$ cat src/ifd_pkg.sv
`timescale 1ns / 1ps

package ifd_pkg;

  typedef enum logic [1:0] {
    ST_IDLE,
    ST_CHECK,
    ST_WALK
  } ifd_state_e;

  localparam logic [1:0] OP_WRITE    = 2'd0;
  localparam logic [1:0] OP_CLEAR    = 2'd1;
  localparam logic [1:0] OP_CLASSIFY = 2'd2;

  localparam logic [3:0] ACT_UPDATED   = 4'd0;
  localparam logic [3:0] ACT_SHORT     = 4'd1;
  localparam logic [3:0] ACT_BADSUM    = 4'd2;
  localparam logic [3:0] ACT_LOCAL_IGN = 4'd3;
  localparam logic [3:0] ACT_ECHO      = 4'd4;
  localparam logic [3:0] ACT_PORT_UNR  = 4'd5;
  localparam logic [3:0] ACT_TTL_EXC   = 4'd6;
  localparam logic [3:0] ACT_NET_UNR   = 4'd7;
  localparam logic [3:0] ACT_FORWARD   = 4'd8;

  localparam logic [15:0] MIN_FRAME     = 16'd34;
  localparam logic [7:0]  PROTO_ICMP    = 8'd1;
  localparam logic [7:0]  ICMP_ECHO_REQ = 8'd8;

  localparam logic [2:0] REG_PORT_ADDR_0 = 3'd0;
  localparam logic [2:0] REG_PORT_ADDR_1 = 3'd1;
  localparam logic [2:0] REG_PORT_ADDR_2 = 3'd2;
  localparam logic [2:0] REG_PORT_ADDR_3 = 3'd3;
  localparam logic [2:0] REG_PORTS_IN_USE = 3'd4;

  localparam logic [2:0] PORTS_IN_USE_RESET = 3'd4;

  typedef struct packed {
    logic [31:0] net;
    logic [31:0] mask;
    logic [31:0] gw;
    logic [1:0]  port;
  } route_entry_t;

  typedef struct packed {
    logic wr;
    logic clr;
  } route_cmd_t;

  typedef struct packed {
    logic        sum_ok;
    logic [15:0] new_sum;
    logic [7:0]  ttl_dec;
    logic [7:0]  proto;
  } hdr_info_t;

endpackage

$ cat src/ifd_route_mem.sv
`timescale 1ns / 1ps

module ifd_route_mem #(
  parameter int ENTRIES = 16,
  parameter int IDX_W   = 4
) (
  input  logic                  clk_i,
  input  logic                  rst_ni,
  input  ifd_pkg::route_cmd_t   cmd_i,
  input  logic [IDX_W-1:0]      waddr_i,
  input  ifd_pkg::route_entry_t wdata_i,
  input  logic [IDX_W-1:0]      raddr_i,
  output ifd_pkg::route_entry_t rdata_o,
  output logic                  rvalid_o
);
  import ifd_pkg::*;

  route_entry_t mem [ENTRIES];
  logic [ENTRIES-1:0] valid_q;
  route_entry_t rdata_q;
  logic rvalid_q;

  always_ff @(posedge clk_i) begin
    if (cmd_i.wr) begin
      mem[waddr_i] <= wdata_i;
    end
    rdata_q <= mem[raddr_i];
  end

  // The valid bit is read alongside the entry so both arrive in the same cycle.
  always_ff @(posedge clk_i or negedge rst_ni) begin
    if (!rst_ni) begin
      valid_q  <= '0;
      rvalid_q <= 1'b0;
    end else begin
      if (cmd_i.wr) begin
        valid_q[waddr_i] <= 1'b1;
      end else if (cmd_i.clr) begin
        valid_q[waddr_i] <= 1'b0;
      end
      rvalid_q <= valid_q[raddr_i];
    end
  end

  assign rdata_o  = rdata_q;
  assign rvalid_o = rvalid_q;

endmodule

$ cat src/ifd_hdr_check.sv
`timescale 1ns / 1ps

module ifd_hdr_check (
  input  logic                clk_i,
  input  logic                load_i,
  input  logic [63:0]         hdr_bytes_0_7_i,
  input  logic [63:0]         hdr_bytes_8_15_i,
  input  logic [31:0]         hdr_bytes_16_19_i,
  output ifd_pkg::hdr_info_t  info_o
);
  import ifd_pkg::*;

  logic [7:0]  ttl_in;
  logic [7:0]  ttl_dec;
  logic [7:0]  proto;
  logic [19:0] sum_common;
  logic [19:0] sum_old_d;
  logic [19:0] sum_new_d;
  logic [19:0] sum_old_q;
  logic [19:0] sum_new_q;
  logic [15:0] rx_sum_q;
  logic [7:0]  ttl_dec_q;
  logic [7:0]  proto_q;
  logic [16:0] old_f1;
  logic [15:0] old_f2;
  logic [16:0] new_f1;
  logic [15:0] new_f2;

  assign ttl_in  = hdr_bytes_8_15_i[63:56];
  assign proto   = hdr_bytes_8_15_i[55:48];
  assign ttl_dec = ttl_in - 8'd1;

  // Eight words shared by both sums; the checksum word itself counts as zero.
  assign sum_common = 20'(hdr_bytes_0_7_i[63:48]) + 20'(hdr_bytes_0_7_i[47:32])
                    + 20'(hdr_bytes_0_7_i[31:16]) + 20'(hdr_bytes_0_7_i[15:0])
                    + 20'(hdr_bytes_8_15_i[31:16]) + 20'(hdr_bytes_8_15_i[15:0])
                    + 20'(hdr_bytes_16_19_i[31:16]) + 20'(hdr_bytes_16_19_i[15:0]);
  assign sum_old_d = sum_common + 20'({ttl_in, proto});
  assign sum_new_d = sum_common + 20'({ttl_dec, proto});

  always_ff @(posedge clk_i) begin
    if (load_i) begin
      sum_old_q <= sum_old_d;
      sum_new_q <= sum_new_d;
      rx_sum_q  <= hdr_bytes_8_15_i[47:32];
      ttl_dec_q <= ttl_dec;
      proto_q   <= proto;
    end
  end

  // Two end-around carry folds bring a sum of nine words back to 16 bits.
  assign old_f1 = 17'(sum_old_q[15:0]) + 17'(sum_old_q[19:16]);
  assign old_f2 = old_f1[15:0] + 16'(old_f1[16]);
  assign new_f1 = 17'(sum_new_q[15:0]) + 17'(sum_new_q[19:16]);
  assign new_f2 = new_f1[15:0] + 16'(new_f1[16]);

  assign info_o.sum_ok  = (~old_f2) == rx_sum_q;
  assign info_o.new_sum = ~new_f2;
  assign info_o.ttl_dec = ttl_dec_q;
  assign info_o.proto   = proto_q;

endmodule

$ cat src/ipv4_forward_decision_core.sv
`timescale 1ns / 1ps

// IPv4 forwarding decision core. An item is taken when start is high and busy is low.
// Route writes and clears, short frames and the unused opcode finish in the cycle of the
// transfer; a route update or short-frame result appears on the next cycle. A header
// classification first runs the checksum and local-address checks in ST_CHECK, where a
// bad checksum, local delivery or TTL expiry is decided and registered as the result.
// Otherwise the route memory is walked one entry per cycle through its single read port,
// and the result is registered once the last entry has been compared; busy is high
// through ST_CHECK and ST_WALK. Each result is shown for exactly one cycle with
// result_valid_o and cannot be held off by the receiver. The route table needs no
// clearing after reset: only the valid bits are reset.
module ipv4_forward_decision_core #(
  parameter int ROUTE_ENTRIES = 16
) (
  input  logic        clk_i,
  input  logic        rst_ni,

  input  logic        psel,
  input  logic        penable,
  input  logic        pwrite,
  input  logic [4:0]  paddr,
  input  logic [31:0] pwdata,
  output logic [31:0] prdata,
  output logic        pready,

  input  logic        start,
  output logic        busy,
  input  logic [1:0]  opcode_i,
  input  logic [3:0]  route_slot_i,
  input  logic [31:0] route_network_i,
  input  logic [31:0] route_netmask_i,
  input  logic [31:0] route_gw_i,
  input  logic [1:0]  route_out_port_i,
  input  logic [1:0]  in_port_i,
  input  logic [15:0] frame_length_i,
  input  logic [63:0] hdr_bytes_0_7_i,
  input  logic [63:0] hdr_bytes_8_15_i,
  input  logic [31:0] hdr_bytes_16_19_i,
  input  logic [7:0]  icmp_kind_i,

  output logic        result_valid_o,
  output logic [3:0]  action_o,
  output logic [1:0]  out_port_o,
  output logic [31:0] hop_addr_o,
  output logic [7:0]  new_ttl_o,
  output logic [15:0] new_checksum_o
);
  import ifd_pkg::*;

  localparam int IDX_W = (ROUTE_ENTRIES > 1) ? $clog2(ROUTE_ENTRIES) : 1;

  ifd_state_e state_q, state_d;

  logic [31:0] port_addr_q [4];
  logic [2:0]  ports_in_use_q;
  logic        cfg_wr;

  logic        valid_q, valid_d;
  logic [3:0]  act_q, act_d;
  logic [1:0]  port_q, port_d;
  logic [31:0] hop_q, hop_d;
  logic [7:0]  ttl_q, ttl_d;
  logic [15:0] sum_q, sum_d;

  logic [1:0]  in_port_q;
  logic [31:0] dst_q;
  logic [7:0]  icmp_q;

  logic [IDX_W-1:0] cmp_idx_q, cmp_idx_d;
  logic             found_q, found_d;
  logic [31:0]      best_mask_q, best_mask_d;
  logic [31:0]      best_gw_q, best_gw_d;
  logic [1:0]       best_port_q, best_port_d;

  logic          accept;
  logic          load_item;
  logic          slot_in_range;
  route_cmd_t    cmd;
  route_entry_t  wdata;
  route_entry_t  rdata;
  logic          rvalid;
  logic [IDX_W-1:0] raddr;
  hdr_info_t     info;
  logic          local_hit;
  logic          hit;
  logic [31:0]   fin_gw;
  logic [1:0]    fin_port;

  // Configuration port
  assign pready = 1'b1;
  assign cfg_wr = psel && penable && pwrite;

  always_ff @(posedge clk_i or negedge rst_ni) begin
    if (!rst_ni) begin
      for (int p = 0; p < 4; p++) begin
        port_addr_q[p] <= '0;
      end
      ports_in_use_q <= PORTS_IN_USE_RESET;
    end else if (cfg_wr) begin
      case (paddr[4:2])
        REG_PORT_ADDR_0:  port_addr_q[0] <= pwdata;
        REG_PORT_ADDR_1:  port_addr_q[1] <= pwdata;
        REG_PORT_ADDR_2:  port_addr_q[2] <= pwdata;
        REG_PORT_ADDR_3:  port_addr_q[3] <= pwdata;
        REG_PORTS_IN_USE: ports_in_use_q <= pwdata[2:0];
        default: ;
      endcase
    end
  end

  always_comb begin
    case (paddr[4:2])
      REG_PORT_ADDR_0:  prdata = port_addr_q[0];
      REG_PORT_ADDR_1:  prdata = port_addr_q[1];
      REG_PORT_ADDR_2:  prdata = port_addr_q[2];
      REG_PORT_ADDR_3:  prdata = port_addr_q[3];
      REG_PORTS_IN_USE: prdata = 32'(ports_in_use_q);
      default:          prdata = '0;
    endcase
  end

  // Item handshake
  assign busy   = state_q != ST_IDLE;
  assign accept = start && !busy;

  assign slot_in_range = 32'(route_slot_i) < 32'(ROUTE_ENTRIES);
  assign wdata.net  = route_network_i;
  assign wdata.mask = route_netmask_i;
  assign wdata.gw   = route_gw_i;
  assign wdata.port = route_out_port_i;

  // Sequential operation means a route write always lands before the next walk reads.
  always_comb begin
    cmd.wr  = accept && (opcode_i == OP_WRITE) && slot_in_range;
    cmd.clr = accept && (opcode_i == OP_CLEAR) && slot_in_range;
  end

  assign load_item = accept && (opcode_i == OP_CLASSIFY);

  ifd_route_mem #(
    .ENTRIES (ROUTE_ENTRIES),
    .IDX_W   (IDX_W)
  ) u_route_mem (
    .clk_i    (clk_i),
    .rst_ni   (rst_ni),
    .cmd_i    (cmd),
    .waddr_i  (IDX_W'(route_slot_i)),
    .wdata_i  (wdata),
    .raddr_i  (raddr),
    .rdata_o  (rdata),
    .rvalid_o (rvalid)
  );

  ifd_hdr_check u_hdr_check (
    .clk_i             (clk_i),
    .load_i            (load_item),
    .hdr_bytes_0_7_i   (hdr_bytes_0_7_i),
    .hdr_bytes_8_15_i  (hdr_bytes_8_15_i),
    .hdr_bytes_16_19_i (hdr_bytes_16_19_i),
    .info_o            (info)
  );

  always_ff @(posedge clk_i) begin
    if (load_item) begin
      in_port_q <= in_port_i;
      dst_q     <= hdr_bytes_16_19_i;
      icmp_q    <= icmp_kind_i;
    end
  end

  // A port counts as local when its index is below the number in use; values above
  // four therefore cover all four ports.
  always_comb begin
    local_hit = 1'b0;
    for (int p = 0; p < 4; p++) begin
      if ((port_addr_q[p] == dst_q) && (3'(p) < ports_in_use_q)) begin
        local_hit = 1'b1;
      end
    end
  end

  // An equal mask still wins, so the later entry takes a tie.
  assign hit = rvalid && ((dst_q & rdata.mask) == (rdata.net & rdata.mask))
               && (rdata.mask >= best_mask_q);
  assign fin_gw   = hit ? rdata.gw : best_gw_q;
  assign fin_port = hit ? rdata.port : best_port_q;

  always_comb begin
    state_d     = state_q;
    valid_d     = 1'b0;
    act_d       = act_q;
    port_d      = port_q;
    hop_d       = hop_q;
    ttl_d       = ttl_q;
    sum_d       = sum_q;
    cmp_idx_d   = cmp_idx_q;
    found_d     = found_q;
    best_mask_d = best_mask_q;
    best_gw_d   = best_gw_q;
    best_port_d = best_port_q;
    raddr       = cmp_idx_q + IDX_W'(1);

    case (state_q)
      ST_IDLE: begin
        if (accept) begin
          port_d = '0;
          hop_d  = '0;
          ttl_d  = '0;
          sum_d  = '0;
          case (opcode_i)
            OP_WRITE, OP_CLEAR: begin
              valid_d = 1'b1;
              act_d   = ACT_UPDATED;
            end
            OP_CLASSIFY: begin
              if (frame_length_i < MIN_FRAME) begin
                valid_d = 1'b1;
                act_d   = ACT_SHORT;
              end else begin
                state_d = ST_CHECK;
              end
            end
            default: ;
          endcase
        end
      end

      ST_CHECK: begin
        raddr       = '0;
        cmp_idx_d   = '0;
        found_d     = 1'b0;
        best_mask_d = '0;
        if (!info.sum_ok) begin
          valid_d = 1'b1;
          act_d   = ACT_BADSUM;
          state_d = ST_IDLE;
        end else if (local_hit) begin
          valid_d = 1'b1;
          port_d  = in_port_q;
          state_d = ST_IDLE;
          if (info.proto == PROTO_ICMP) begin
            act_d = (icmp_q == ICMP_ECHO_REQ) ? ACT_ECHO : ACT_LOCAL_IGN;
          end else begin
            act_d = ACT_PORT_UNR;
          end
        end else if (info.ttl_dec == 8'd0) begin
          valid_d = 1'b1;
          act_d   = ACT_TTL_EXC;
          port_d  = in_port_q;
          state_d = ST_IDLE;
        end else begin
          state_d = ST_WALK;
        end
      end

      ST_WALK: begin
        cmp_idx_d = cmp_idx_q + IDX_W'(1);
        if (hit) begin
          found_d     = 1'b1;
          best_mask_d = rdata.mask;
          best_gw_d   = rdata.gw;
          best_port_d = rdata.port;
        end
        if (cmp_idx_q == IDX_W'(ROUTE_ENTRIES - 1)) begin
          valid_d = 1'b1;
          state_d = ST_IDLE;
          ttl_d   = info.ttl_dec;
          sum_d   = info.new_sum;
          if (found_q || hit) begin
            act_d  = ACT_FORWARD;
            port_d = fin_port;
            hop_d  = (fin_gw != 32'd0) ? fin_gw : dst_q;
          end else begin
            act_d  = ACT_NET_UNR;
            port_d = in_port_q;
            hop_d  = '0;
          end
        end
      end

      default: begin
        state_d = ST_IDLE;
      end
    endcase
  end

  always_ff @(posedge clk_i or negedge rst_ni) begin
    if (!rst_ni) begin
      state_q <= ST_IDLE;
      valid_q <= 1'b0;
    end else begin
      state_q <= state_d;
      valid_q <= valid_d;
    end
  end

  always_ff @(posedge clk_i) begin
    act_q       <= act_d;
    port_q      <= port_d;
    hop_q       <= hop_d;
    ttl_q       <= ttl_d;
    sum_q       <= sum_d;
    cmp_idx_q   <= cmp_idx_d;
    found_q     <= found_d;
    best_mask_q <= best_mask_d;
    best_gw_q   <= best_gw_d;
    best_port_q <= best_port_d;
  end

  assign result_valid_o = valid_q;
  assign action_o       = act_q;
  assign out_port_o     = port_q;
  assign hop_addr_o     = hop_q;
  assign new_ttl_o      = ttl_q;
  assign new_checksum_o = sum_q;

endmodule

$ cat config.mk
export PLATFORM = sky130hd
export DESIGN_NAME = ipv4_forward_decision_core
export DESIGN_NICKNAME = d
export VERILOG_FILES = /design/src/ifd_pkg.sv /design/src/ifd_route_mem.sv /design/src/ifd_hdr_check.sv /design/src/ipv4_forward_decision_core.sv
export SDC_FILE = /design/constraint.sdc
export NUM_CORES = 2
export LEC_CHECK = 0
export BUFFER_PORTS_ARGS = -buffer_cell sky130_fd_sc_hd__buf_2
export CORE_MARGIN = 2
export CORE_UTILIZATION = 35
export CTS_CLUSTER_SIZE = 8
export DETAILED_ROUTE_END_ITERATION = 16
export PLACE_DENSITY = 0.5
export SLEW_MARGIN = 40
export SYNTH_ARGS = -nofsm -noshare
export SYNTH_HDL_FRONTEND = slang
export SYNTH_SLANG_ARGS = --single-unit
$ cat constraint.sdc
create_clock -name clk_i -period 16 [get_ports clk_i]
set_input_delay 3.2 -clock clk_i [delete_from_list [all_inputs] [get_ports clk_i]]
set_output_delay 3.2 -clock clk_i [all_outputs]
set_load 0.02 [all_outputs]
## Yosys cells after proc, flatten, opt, wreduce, memory -nomap -nowiden

Memory sizes are Yosys's and may differ from the RTL's. A register that Yosys moved wholly into a read port is not among the register bits.
Cells that the tools add are included.

| operators by class | value |
|---|---|
| add/subtract/negate cells | 15 |
| $lt $le $gt $ge | 9 |
| equality and inequality tests | 27 |
| mux-type cells | 66 |
| bitwise operators | 7 |
| reductions and logical operators | 36 |

Operators with widths:

| operator | number |
|---|---|
| 2-to-1 mux 32 bit | 6 |
| adder 20 x 16 -> 20 bit | 8 |
| equality test 32 bit | 5 |
| case mux 32 bit (5 select lines) | 1 |
| case mux 32 bit (2 select lines) | 2 |
| bitwise AND 32 bit | 2 |
| 2-to-1 mux 16 bit | 4 |
| NOT 16 bit | 3 |
| adder 16 x 4 -> 17 bit | 2 |
| adder 16 x 1 -> 16 bit | 2 |
| >= comparator 32 bit | 1 |
| 2-to-1 mux 4 bit | 8 |
| case mux 16 bit (2 select lines) | 1 |
| nonzero test 32 bit | 1 |
| 2-to-1 mux 2 bit | 14 |
| adder 16 x 16 -> 17 bit | 1 |
| bitwise AND 16 bit | 1 |
| equality test 16 bit | 1 |
| less-than comparator 16 x 6 -> 1 bit (second input constant) | 1 |
| 2-to-1 mux 8 bit | 2 |
| bitwise OR 16 bit | 1 |
| case mux 4 bit (2 select lines) | 2 |
| case mux 8 bit (2 select lines) | 1 |
| 2-to-1 mux 1 bit | 15 |
| other kinds (39) | 75 |

| storage, ports and cells | value |
|---|---|
| register bits | 398 |
| bits in writable memories | 1568 |
| output and inout bits | 97 |
| logic and storage cells | 188 |
| memories | 1 |

Memories:

| name | depth | bits a word | rd ports | clocked after memory_dff | wr ports | RTL line | source |
|---|---|---|---|---|---|---|---|
| u_route_mem.mem | 16 | 98 | 1 | 1 | 1 | ifd_route_mem.sv:18 | `route_entry_t mem [ENTRIES];` |

## Depth between registers and ports, before layout

| depth | value |
|---|---|
| word-level depth | 10 |
| depth in mapped cells | 32 |
| gate-level depth less buffers | 32 |

## Hierarchy

A second synthesis with hierarchy kept.

| unflattened totals | value |
|---|---|
| cell total of the unflattened synthesis | 4749 |
| area total of the unflattened synthesis | 85554.6 sq um |

By module, submodules not included:

| module | instances | cells an instance | area an instance (sq um) | seq. area each (sq um) |
|---|---|---|---|---|
| ifd_route_mem | 1 | 2583 | 61372.6 | 49472.4 |
| ipv4_forward_decision_core | 1 | 1339 | 16124.2 | 8609.5 |
| ifd_hdr_check | 1 | 827 | 8057.7 | 1921.8 |

## Worst setup path after synthesis

Ideal clock, no wire load.

| timing | value |
|---|---|
| path kind | in2reg |
| start point | input hdr_bytes_0_7_i[32] |
| end point | register u_hdr_check.sum_new_q[18] (data pin) |
| setup time | 0.268 ns |
| arrival time | 9.242 ns |
| required time | 15.732 ns |
| setup slack | 6.489 ns |
| stages on the path | 31 |
| buffers on the path | 0 |
| cell sequence | ha_1 > inv_1 > fa_1 > nor2b_1 > o21ai_0 > a21oi_1 > o21ai_0 > nor2b_1 > xnor2_1 > fa_1 > inv_1 > fa_1 > fa_1 > fa_1 > inv_1 > ha_1 > or2_2 > o31ai_1 > a21oi_1 > a21oi_1 > nor2b_1 > o21ai_0 > nand2b_1 > xor2_1 > ha_1 > nor3_1 > a211o_1 > o21a_1 > o21ai_0 > nand3_1 > xnor2_1 |

| on the way | value |
|---|---|
| longest elaborated chain between the ends | 8 |

RTL lines:

| item | RTL line | source |
|---|---|---|
| start, declared | ipv4_forward_decision_core.sv:37 | `input logic [63:0] hdr_bytes_0_7_i,` |
| adder 16 x 16 -> 17 bit | ifd_hdr_check.sv:34 | `assign sum_common = 20'(hdr_bytes_0_7_i[63:48]) + 20'(hdr_bytes_0_7_i[47:32])` |
| adder 20 x 16 -> 20 bit (2 in series) | ifd_hdr_check.sv:35 | `+ 20'(hdr_bytes_0_7_i[31:16]) + 20'(hdr_bytes_0_7_i[15:0])` |
| adder 20 x 16 -> 20 bit (2 in series) | ifd_hdr_check.sv:36 | `+ 20'(hdr_bytes_8_15_i[31:16]) + 20'(hdr_bytes_8_15_i[15:0])` |
| adder 20 x 16 -> 20 bit (2 in series) | ifd_hdr_check.sv:37 | `+ 20'(hdr_bytes_16_19_i[31:16]) + 20'(hdr_bytes_16_19_i[15:0]);` |
| adder 20 x 16 -> 20 bit | ifd_hdr_check.sv:39 | `assign sum_new_d = sum_common + 20'({ttl_dec, proto});` |
| net u_hdr_check.sum_new_d[18] | ifd_hdr_check.sv:18 | `logic [19:0] sum_new_d;` |
| end signal, assigned | ifd_hdr_check.sv:44 | `sum_new_q <= sum_new_d;` |
| end, declared | ifd_hdr_check.sv:20 | `logic [19:0] sum_new_q;` |

The timed path passes the listed nets, and every way through them passes these cells.
A chain may end at the register's enable or synchronous reset.

## Final worst setup path

| timing | value |
|---|---|
| start point | input hdr_bytes_0_7_i[32] |
| end point | register u_hdr_check.sum_old_q[18] (data pin) |

| on the way | value |
|---|---|
| longest elaborated chain between the ends | 8 |

RTL lines:

| item | RTL line | source |
|---|---|---|
| adder 16 x 16 -> 17 bit | ifd_hdr_check.sv:34 |  |
| adder 20 x 16 -> 20 bit (2 in series) | ifd_hdr_check.sv:35 |  |
| adder 20 x 16 -> 20 bit (2 in series) | ifd_hdr_check.sv:36 |  |
| adder 20 x 16 -> 20 bit (2 in series) | ifd_hdr_check.sv:37 |  |
| adder 20 x 16 -> 20 bit | ifd_hdr_check.sv:38 | `assign sum_old_d = sum_common + 20'({ttl_in, proto});` |
| net u_hdr_check.sum_old_d[18] | ifd_hdr_check.sv:17 | `logic [19:0] sum_old_d;` |
| end signal, assigned | ifd_hdr_check.sv:43 | `sum_old_q <= sum_old_d;` |
| end, declared | ifd_hdr_check.sv:19 | `logic [19:0] sum_old_q;` |

The timed path passes the listed nets, and every way through them passes these cells.

==> impl_metrics.tcl <==
set metrics [dict create \
    maxCapViolCount 0 \
    port_buffers 425 \
    synth_seq_cells 2056 \
    io_pins 430 \
    coreArea_um2 249000 \
    numCtsBuffers 308 \
    route.detailed.drc 0 \
    area_growth_pct 17.1 \
    yosysSeqAreaShare_pct 68.3 \
    vias_per_cell 5.37 \
    leakage_nw 36.2 \
    vias 52600 \
    synth_warnings 0 \
    path_common_cell "fa_1" \
    synth_compound_area_share_pct 8.10 \
    max_freq_mhz 101 \
    syn_nets 6292 \
    fin_tns_setup_ns 0 \
    cts_tree "yes" \
    clkTransAtPathRegs_ns 0.05 \
    relSlewSlack_pct 35.3 \
    htreeDepth 5 \
    rsz0062_at_grt "no" \
    syn_area_um2 87800 \
    fin_crit_ns 9.95 \
    finalCritPeriodShare_pct 62.2 \
    slowest_stage "fa_1" \
    cts.sinks 2056 \
    start_util_pct 35.3 \
    grtUsageTotal_pct 21.0 \
    drt-total-wl_um 274000 \
    synthXorXnorAreaFrac_pct 2.65 \
    die_x_um 505 \
    dp_slack_ns 5.18 \
    slew_viol_final 0 \
    synthMuxAreaShare_pct 9.16 \
    cp_max_fo 5 \
    drive_gt1_share_pct 18.5 \
    end_kind "flop" \
    setup_viol 0 \
    drtIter0Drc 4341 \
    cts_buffer_depth 4 \
    rows 183 \
    first_global_vias 52000 \
    final_net_count 6809 \
    die_area_um2 255000 \
    antenna_found_initial 84 \
    synth_edf_count 1807 \
    status "complete, no violations" \
    clock_skew_ns 0.0782 \
    path_class "in -> reg" \
    clock-root-buffer "clkbuf_16" \
    async_reset_ff_share_pct 7.34 \
    hold_slack_ns 0.494 \
    finalHoldViolCount 0 \
    synthFlopType "edfxtp_1" \
    avgSynthCellArea_um2 15.2 \
    routedWlPerCell_um 27.9 \
    grt_start_max_net_pins 120 \
    dr.pass1.iters 8 \
    synthCells 5762 \
    critPathLaunchType "primary input" \
    peakVddDrop_mv 0.240 \
    synth.distinct_cells 90 \
    post_cts_resized 0 \
    post-cts-setup-buffer-count 0 \
    hp-class "reg -> reg" \
    tightest_slew_ns 0.971 \
    postLayoutSetupSlackWorst_ns 6.05 \
    power_density_nw_per_um2 199 \
    die_y_um 505 \
    slowest_delay_ns 0.56 \
    crit_arrival_ns 10.56 \
    required_ns 16.61 \
    grt_pass1_wl_um 388000 \
    clock_latency_ns 0.92 \
    synth_fa_ha_area_share_pct 3.51 \
    synth_top_family_by_area "multiplexers" \
    yosys.area_share.simple_pct 5.95 \
    holdBufCountCts 0 \
    grt_overflow_total 0 \
    routabilityCongestion 0.917 \
    postRouteAntennaNets 0 \
    hpwl_um 169000 \
]
synth_stat cells (5+ instances only):
cell type  instances  share of area [%]
a211o_1            6              0.060
a211oi_1         301                2.6
a21o_1            29               0.25
a21oi_1          168               0.96
a221o_1           29               0.33
a22o_1            62               0.62
a22oi_1           21               0.18
a311oi_1         100                1.0
a31oi_1          104               0.74
and2_1           250                1.8
and3_1            12              0.085
buf_1             44               0.19
buf_2              6              0.034
clkbuf_1         278                1.2
dfrtp_1          150                4.3
dfxtp_1           98                2.2
edfxtp_1        1807                 62
fa_1              82                1.9
ha_1             115                1.6
inv_1            194               0.83
mux2_2           160                2.1
mux2i_1          394                4.5
mux4_2           101                2.6
nand2_1          464                2.0
nand2b_1          14               0.10
nand3_1           40               0.23
nand4_1           39               0.28
nor2_1           101               0.43
nor2b_1           12              0.085
nor3_1            37               0.21
nor3b_1            5              0.043
nor4_1            43               0.31
o211ai_1           5              0.043
o21a_1            12               0.10
o21ai_0           90               0.51
o22ai_1           13              0.093
or2_2              8              0.057
or3_1             16               0.11
or4_1              6              0.051
xnor2_1          130                1.3
xor2_1           125                1.2
final timing paths:
check / from / end / slack, ns / cells past startpoint
setup / recovery: hdr_bytes_0_7_i[32] / u_hdr_check.sum_old_q[18]$_DFFE_PP_ / 6.05 / 31
max in group asynchronous: rst_ni / result_valid_o$_DFF_PN0_ / 12.55 / 2
hold / removal: flop / flop / 0.49 / 2
hold reg to reg: flop / flop / 0.49 / 2
min in group asynchronous: rst_ni / port_addr_q[69]$_DFFE_PN0P_ / 2.32 / 1
setup reg to reg: state_q[1]$_DFFE_PN0P_ / u_route_mem.rdata_o[51]$_DFF_P_ / 10.69 / 10
where the power goes:
| part | switching (W) | total (W) | leakage, nW | internal (W) |
|---|---|---|---|---|
| clock network | 0.00223 | 0.00581 | 4.10 | 0.00358 |
| registers | 0.000382 | 0.00687 | 19.1 | 0.00649 |
| logic | 0.00485 | 0.00782 | 13.0 | 0.00297 |
| total | 0.00746 | 0.0205 | 36.2 | 0.0130 |
state kept, by name (all words and copies together) (netlist names), 4 cells and up, named ones only:
register               flops
best_mask_q               32
icmp_q                     8
u_hdr_check.sum_new_q     12
u_route_mem.rdata_o       98
u_hdr_check.sum_old_q     20
dst_q                     32
u_hdr_check.proto_q        8
action_o                   4
cmp_idx_q                  4
new_checksum_o            16
hop_addr_o                32
new_ttl_o                  8
u_route_mem.mem         1568
u_hdr_check.ttl_dec_q      8
best_gw_q                 32
port_addr_q              128
u_hdr_check.rx_sum_q      16
routing by layer:
layer,routed length [um],vias to the layer above,global-route usage [%],share of wire (%)
met5,291,-,0,0.11
met4,8500,46,6.18,3.1
met3,15500,533,3.87,5.7
met2,130000,1683,34.3,48
met1,119000,27200,28.5,44
li1,-,23100,-,-
layout make-up:
cell class	instances	area (um^2)
antenna	12	30.0
multi-input combinational	3176	26000
inverter	195	739
fill	23000	146000
clock inverter	8	70.1
clock buffer	471	8460
timing repair buffer	542	3360
tap	3330	4170
sequential	2056	60000
per-stage QoR:
stage	power (W)	util (%)	cells	instance area (um^2)
5_1_grt	0.0216	41.3	9779	103000
3_3_place_gp	0.0148	37.7	9290	94000
2_1_floorplan	0.0122	-	5762	87800
3_5_place_dp	0.0148	37.8	9297	94300
4_1_cts	0.0207	41.3	9776	103000
6_report	0.0205	41.3	9790	103000
logic make-up (layout without fill, tap and decap cells):
kind of cell | count (synthesis) | in the layout
muxes | 656 | 656
xor gates and xnor gates | 260 | 260
AOI/OAI and AO/OA | 997 | 997
and+or+nand+nor | 1065 | 1065
buffers and inverters | 530 | 1216
DFF | 2056 | 2056
adders and majority gates | 197 | 197
other | 1 | 13
cell usage in the layout (no fill, tap or decap), drive strengths merged, types with 160 or more instances in the layout:
cell type,instances
mux2,160
edfxtp,1807
mux2i,395
and2,250
a21oi,170
buf,542
inv,200
clkbuf,471
a211oi,303
nand2,464
worst max-delay path, delay by kind of cell:
family	cells	cell delay, ns
and+or+nand+nor	5	0.94
AOI/OAI and AO/OA	11	2.32
xor gates and xnor gates	3	0.49
buffers and inverters	4	0.35
adders and majority gates	8	3.25
Power figures use the tool's default switching activity.
